### config.mk
export PLATFORM = sky130hd
export DESIGN_NAME = stq_cell
export DESIGN_NICKNAME = d
export VERILOG_FILES = /design/src/rtl/core/sorted_timer_queue_defines.svh /design/src/rtl/core/stq_pkg.sv /design/src/rtl/core/stq_cell.sv
export SDC_FILE = /design/constraint.sdc
export NUM_CORES = 1
export LEC_CHECK = 0
export BUFFER_PORTS_ARGS = -buffer_cell sky130_fd_sc_hd__buf_2
export CORE_AREA = 2 2 178 180
export CTS_CLUSTER_DIAMETER = 40
export DETAILED_ROUTE_END_ITERATION = 16
export DIE_AREA = 0 0 180 182
export GPL_TIMING_DRIVEN = 0
export HOLD_SLACK_MARGIN = 0.12
export PLACE_DENSITY = 0.45
export SLEW_MARGIN = 20
export SYNTH_ARGS = -nofsm -noshare
export SYNTH_HDL_FRONTEND = slang
export SYNTH_SLANG_ARGS = --single-unit
### constraint.sdc
create_clock -name aclk -period 4.2 [get_ports aclk]
set_input_delay 0.21 -clock aclk [delete_from_list [all_inputs] [get_ports aclk]]
set_output_delay 0.21 -clock aclk [all_outputs]
set_load 0.005 [all_outputs]
### src/rtl/core/sorted_timer_queue_defines.svh
// Assertion macros for the timer queue RTL.
`ifndef SORTED_TIMER_QUEUE_DEFINES_SVH
`define SORTED_TIMER_QUEUE_DEFINES_SVH

`ifndef SYNTH
// Property checked at every rising clock edge outside reset.
`define STQ_ASSERT(label, clk, rstn, prop, msg) \
    label: assert property (@(posedge clk) disable iff (!(rstn)) (prop)) else $error(msg);
// Property checked at every rising clock edge, reset included.
`define STQ_ASSERT_ALWAYS(label, clk, prop, msg) \
    label: assert property (@(posedge clk) (prop)) else $error(msg);
`else
`define STQ_ASSERT(label, clk, rstn, prop, msg)
`define STQ_ASSERT_ALWAYS(label, clk, prop, msg)
`endif

`endif

### src/rtl/core/stq_pkg.sv
// Types, codes and defaults shared by the sorted timer queue.
`default_nettype none

package stq_pkg;

    localparam int STQ_DEPTH_DEF = 64;
    localparam int DL_W          = 32;
    localparam int ID_W          = 32;
    localparam int TAG_W         = 32;

    localparam logic [1:0] CMD_SCHEDULE = 2'd0;
    localparam logic [1:0] CMD_CANCEL   = 2'd1;
    localparam logic [1:0] CMD_FIRE     = 2'd2;

    localparam logic [1:0] STATUS_OK        = 2'd0;
    localparam logic [1:0] STATUS_FULL      = 2'd1;
    localparam logic [1:0] STATUS_NOT_FOUND = 2'd2;
    localparam logic [1:0] STATUS_EMPTY     = 2'd3;

    typedef struct packed {
        logic [DL_W-1:0]  deadline;
        logic [ID_W-1:0]  id;
        logic [TAG_W-1:0] tag;
    } stq_entry_t;

    // Strobes from the sequencer to every cell.
    typedef struct packed {
        logic cmp;   // register compare flags against the item just accepted
        logic ins;   // open a slot and insert the new entry
        logic rem;   // close the gap at the first hit and beyond
    } stq_ctl_t;

endpackage

`default_nettype wire

### src/rtl/core/stq_cell.sv
// One slot of the sorted chain: holds an entry and moves it to or from a neighbour.
`default_nettype none

module stq_cell
    import stq_pkg::*;
#(
    parameter int CNT_W = 7,
    parameter int IDX   = 0
) (
    input  wire              aclk,
    input  wire  stq_ctl_t   ctl,
    input  wire  [CNT_W-1:0] count,
    input  wire  [DL_W-1:0]  cmp_deadline,
    input  wire  [ID_W-1:0]  cmp_id,
    input  wire  stq_entry_t new_ent,
    input  wire  stq_entry_t left_ent,
    input  wire              left_gt,
    input  wire  stq_entry_t right_ent,
    input  wire              rm_in,
    output logic             rm_out,
    output logic             gt_out,
    output stq_entry_t       ent_out
);

    stq_entry_t ent_reg;
    stq_entry_t ent_next;
    logic       gt_reg;
    logic       match_reg;
    logic       occupied;

    assign occupied = (count > CNT_W'(IDX));
    assign rm_out   = rm_in | match_reg;
    assign gt_out   = gt_reg;
    assign ent_out  = ent_reg;

    always_comb begin
        ent_next = ent_reg;
        if (ctl.ins && gt_reg) begin
            // The left neighbour moves up too, unless this slot is where the new entry lands.
            ent_next = left_gt ? left_ent : new_ent;
        end else if (ctl.rem && rm_out) begin
            ent_next = right_ent;
        end
    end

    always_ff @(posedge aclk) begin
        ent_reg <= ent_next;
        if (ctl.cmp) begin
            gt_reg    <= !occupied || (ent_reg.deadline > cmp_deadline);
            match_reg <= occupied && (ent_reg.id == cmp_id);
        end
    end

endmodule

`default_nettype wire

Word level (Yosys, flattened, before mapping)

Cells that the tools add are included.

Output and inout port bits: 98
Logic and storage cells: 18
Flip-flop bits (word level): 98
Input port bits: 365

Magnitude comparators: 2
Bitwise operators: 1
Equality and inequality tests: 1
Reduce and logical (&&, ||, !) cells: 6
Multiplexer cells: 3

Operators by type and width:

| cell                                                           | count |
|---|---|
| two-way mux 96 bit                                             | 3 |
| equality test 32 bit                                           | 1 |
| greater-than comparator 32 bit                                 | 1 |
| greater-than comparator 7 x 1 -> 1 bit (second input constant) | 1 |
| logical AND 1 bit                                              | 3 |
| nonzero test 2 bit                                             | 1 |
| logical NOT 1 bit                                              | 1 |
| logical OR 1 bit                                               | 1 |
| OR 1 bit                                                       | 1 |

Depth between registers and ports, before layout

Word-level depth: 4
Depth in mapped cells: 7
Mapped depth without buffers: 7

Worst setup path before layout

OpenSTA, ideal clock, no wires.

Path type: register to register
Start: reg gt_reg (netlist: gt_out)
End: reg ent_reg (netlist bit ent_out[0]), enable pin
Buffers on the path: 2
Required time: 3747 ps
Arrival: 2845 ps
Cell stages (with the launch flop): 5
Clock period less this slack: 3298 ps
Setup time: 453 ps
Slack: 902 ps
Cell sequence: edfxtp_1 and2_1 clkbuf_1 clkbuf_1 a21o_1

Word-level cells in the longest chain between the ends: 2

RTL lines:

| element                             | line           | RTL |
|---|---|---|
| from (decl)                         | stq_cell.sv:27 | `logic gt_reg;` |
| from (signal assigned)              | stq_cell.sv:49 | `gt_reg <= !occupied \|\| (ent_reg.deadline > cmp_deadline);` |
| logical AND 1 bit                   | stq_cell.sv:38 | `if (ctl.ins && gt_reg) begin` |
| nonzero test 2 bit (no source line) | --             |  |
| to (signal assigned)                | stq_cell.sv:47 | `ent_reg <= ent_next;` |
| to (decl)                           | stq_cell.sv:25 | `stq_entry_t ent_reg;` |

No other way between the ends.
A chain may end at the register's enable or synchronous reset.

Worst setup path after layout

Start: reg gt_reg (netlist: gt_out)
End: reg ent_reg (netlist bit ent_out[37]), enable pin

The elaborated chain is that of the path after synthesis.

==> qor.yml <==
synthesis:
  synthesis.yosys.warnings: 0
  synth_seq_cells: 98
  synth-edff-count: 98
  syn_area_per_cell_um2: 10.6
  synth_nets: 978
  postSynthCellCount: 581
  synth.yosys.seq_area_share: 0.480
  synthesized_cell_area_mm2: 0.00613
  synth_async_sr_flop_share: 0
  netlist_top_cells_area: "sky130_fd_sc_hd__edfxtp_1 48%, sky130_fd_sc_hd__mux2i_1 16%, sky130_fd_sc_hd__a21oi_1 8.8%"
  synth_top_area_cell: "sky130_fd_sc_hd__edfxtp_1"
  yosys.cell_types.count: 36
  synth-main-ff-cell: "sky130_fd_sc_hd__edfxtp_1"
  yosysTopAreaCellShare: 0.480
setup_path:
  setup.worst_path.class: "flip-flop to flip-flop"
  cp_num_buf_inv: 3
  critical_path_cell_by_cell: "and2_1, clkbuf_1, clkbuf_1, a21o_4, buf_16"
  crit_top_cell: "sky130_fd_sc_hd__clkbuf_1"
  critPathTopFamily: "buffers and inverters"
  critPathLaunchType: "flip-flop"
  cp-end-kind: "flip-flop"
  crit_required_ns: 4.22
  crit_fanout: 49
  cp_max_stage_cell: "sky130_fd_sc_hd__a21o_4"
  timing.rr.start: "gt_out"
  regToRegEndpoint: "ent_out[37]"
  worst-r2r-setup-slack_ns: 1.71
  r2r.worst_path.cells: 5
  crit_arrival_ns: 2.50
  cpPeakStageDelay_ns: 0.58
sta:
  tightest_slew_ns: 0.717
  min_period_over_period: 0.592
  setup_slack_ns: 1.71
  final_slew_violations: 0
  setup_tns_ns: 0
  hold_viol_final: 0
  clock-skew-final_ns: 0.0141
  max_fclk_mhz: 402
  slew_headroom: 0.518
  fin_crit_ns: 2.49
  setup_viol: 0
  rsz_0062_raised_after_global_routing: "false"
  min_hold_slack_ns: 0.182
drt:
  firstDrtPassIters: 5
  via_per_inst: 4.19
  detailroute.via_count: 6121
  drcViolationCount: 0
  average_wire_length_per_cell_after_detail_routing_um: 17.9
  wirelength_mm: 26.2
  postRouteAntennaNets: 0
  drt-initial-drc-count: 218
cts:
  clock_insertion_delay_worst_skew_ns: 0.35
  cts_tree: "yes"
  cts_resized: 0
  clkSinkCount: 98
  cts_made_buffers: 9
  cts_root_buf: "sky130_fd_sc_hd__clkbuf_16"
  max-clock-path-buffers: 2
  clk_pin_slew_worst_paths_ns: 0.08
  cts_htree_levels: 3
grt:
  antenna_found_initial: 3
  grt.overflow.total: 0
  grt_pass1_vias: 6205
  global_route_wire_length_before_repair_mm: 37.3
  pin_count_of_the_biggest_net_entering_global_routing: 50
  globalRouteTotalUtil: 0.153
finish:
  fin_cells: 1462
  nNetsFinal: 1452
  synthToLayoutAreaGrowth_pct: 51.0
  postLayoutCoreUtil: 0.299
  final_layout_size_suffix_gt1_frac: 0.480
  finish.instance_area_mm2: 0.00926
  largest_register_ffs: 96
die:
  number_of_rows_in_the_core_area: 65
  floorplan.die.height_um: 182
  floorplan.die_area_mm2: 0.0328
  io_pins: 463
  die_width_um: 180
  start_util: 0.198
  core_region_area_mm2: 0.0310
place:
  pre_cts_ws_ns: 1.62
  dpl-instance-area_mm2: 0.00898
  gp_routability_congestion: 0.804
  placedCellCount: 1445
  place_hpwl_mm: 21.7
  io_buffer_count: 461
power:
  internal_power_mw: 1.98
  switchingPower_mw: 0.869
  power.share.sequential: 0.448
  power.share.combinational: 0.270
  total_leakage_power_nw: 4.56
  max-vdd-ir-drop_uv: 150
  power.switching_fraction: 0.305
  post-layout-total-power_mw: 2.85
  share_clk_of_total_power: 0.283
  power_density_mw_per_mm2: 308
worst_hold_path:
  hp-start: "right_ent[20]"
  worstHoldPathCells: 3
  min_delay_worst_endpoint: "ent_out[20]"
  timing.hold.worst.class: "input pin to flip-flop"
outcome:
  outcome: "finished, final reports clean"
flow_run:
  maxCapViolations: 0
==> worst register-to-register path, cell delays in order (launching register included) <==
cell,delay (ns)
sky130_fd_sc_hd__edfxtp_1,0.37
sky130_fd_sc_hd__and2_1,0.18
sky130_fd_sc_hd__clkbuf_1,0.16
sky130_fd_sc_hd__clkbuf_1,0.49
sky130_fd_sc_hd__a21o_4,0.58
sky130_fd_sc_hd__buf_16,0.32
==> repair_timing <==
item / 4_1_cts / 5_1_grt
hold endpoints to repair: 2 / 0
hold buffers: 1 / 0
buffers inserted: 0 / 0
endpoints found under the setup margin: 0 / 0
==> power groups by stage <==
stage               registers, mW  clock network, mW  logic (mW)
floorplan                    1.31                  0       0.340
global placement             1.31                  0       0.778
detailed placement           1.30                  0       0.788
CTS                          1.28              0.857       0.792
global route                 1.29              0.887       0.861
finish                       1.28              0.806       0.769
==> area by class of cell <==
cell class	count	area, um2
sequential	98	2940
tap	402	503
inverter	32	120
timing repair buffer	463	2340
antenna	1	2.50
multi-input combinational	418	2910
fill	3389	21700
buffer	33	165
clock buffer	9	225
clock inverter	6	42.5
==> placed cells by master (no fill, tap or decap), types with 2 or more instances in the layout <==
master | synthesis | layout
sky130_fd_sc_hd__nor4_1 | 9 | 9
sky130_fd_sc_hd__buf_2 | 18 | 479
sky130_fd_sc_hd__ha_1 | 32 | 32
sky130_fd_sc_hd__a21oi_1 | 108 | 108
sky130_fd_sc_hd__o21ai_0 | 2 | 2
sky130_fd_sc_hd__inv_1 | 32 | 32
sky130_fd_sc_hd__clkbuf_16 | 0 | 9
sky130_fd_sc_hd__nand3_1 | 4 | 4
sky130_fd_sc_hd__buf_4 | 5 | 5
sky130_fd_sc_hd__nor2_1 | 99 | 99
sky130_fd_sc_hd__a21o_1 | 4 | 3
sky130_fd_sc_hd__clkbuf_1 | 10 | 10
sky130_fd_sc_hd__mux2i_1 | 96 | 96
sky130_fd_sc_hd__edfxtp_1 | 98 | 98
sky130_fd_sc_hd__inv_6 | 0 | 2
sky130_fd_sc_hd__xnor2_1 | 12 | 12
sky130_fd_sc_hd__xor2_1 | 20 | 20
sky130_fd_sc_hd__nand4_1 | 7 | 7
sky130_fd_sc_hd__nand2_1 | 6 | 6
==> worst max-delay path by stage <==
stage,from,to,slack [ns],cells after the start
4_1_cts,gt_out,ent_out[37],1.60,5
3_3_place_gp,gt_out,ent_out[46],-0.66,4
3_5_place_dp,gt_out,ent_out[42],1.62,5
2_1_floorplan,gt_out,ent_out[0],0.90,4
5_1_grt,gt_out,ent_out[37],1.49,5
6_report,gt_out,ent_out[37],1.71,5
==> kinds of logic after synthesis <==
kind of cell             Yosys count  synth area share
multiplexers                      96             0.157
AND/OR/NAND/NOR                  136            0.0996
XOR/XNOR                          32            0.0457
buffers and inverters             65            0.0465
AO/OA/AOI/OAI                    122             0.106
flip-flops                        98             0.480
adder cells (fa/ha/maj)           32            0.0653
==> routing by layer <==
metal	wire length, um	share of wire	track usage
met5	0	0	0
met4	457	0.017	0.0393
met3	1870	0.071	0.0453
met2	13400	0.51	0.276
met1	10500	0.40	0.175
==> cell usage after synthesis, types with 2 or more instances <==
| library cell | number |
|---|---|
| sky130_fd_sc_hd__inv_1 | 32 |
| sky130_fd_sc_hd__nand2_1 | 6 |
| sky130_fd_sc_hd__nand4_1 | 7 |
| sky130_fd_sc_hd__a21oi_1 | 108 |
| sky130_fd_sc_hd__nand3_1 | 4 |
| sky130_fd_sc_hd__nor2_1 | 99 |
| sky130_fd_sc_hd__a21o_1 | 4 |
| sky130_fd_sc_hd__clkbuf_1 | 10 |
| sky130_fd_sc_hd__nor4_1 | 9 |
| sky130_fd_sc_hd__ha_1 | 32 |
| sky130_fd_sc_hd__xor2_1 | 20 |
| sky130_fd_sc_hd__buf_2 | 18 |
| sky130_fd_sc_hd__mux2i_1 | 96 |
| sky130_fd_sc_hd__edfxtp_1 | 98 |
| sky130_fd_sc_hd__xnor2_1 | 12 |
| sky130_fd_sc_hd__buf_4 | 5 |
| sky130_fd_sc_hd__o21ai_0 | 2 |
Power figures use the tool's default switching activity.
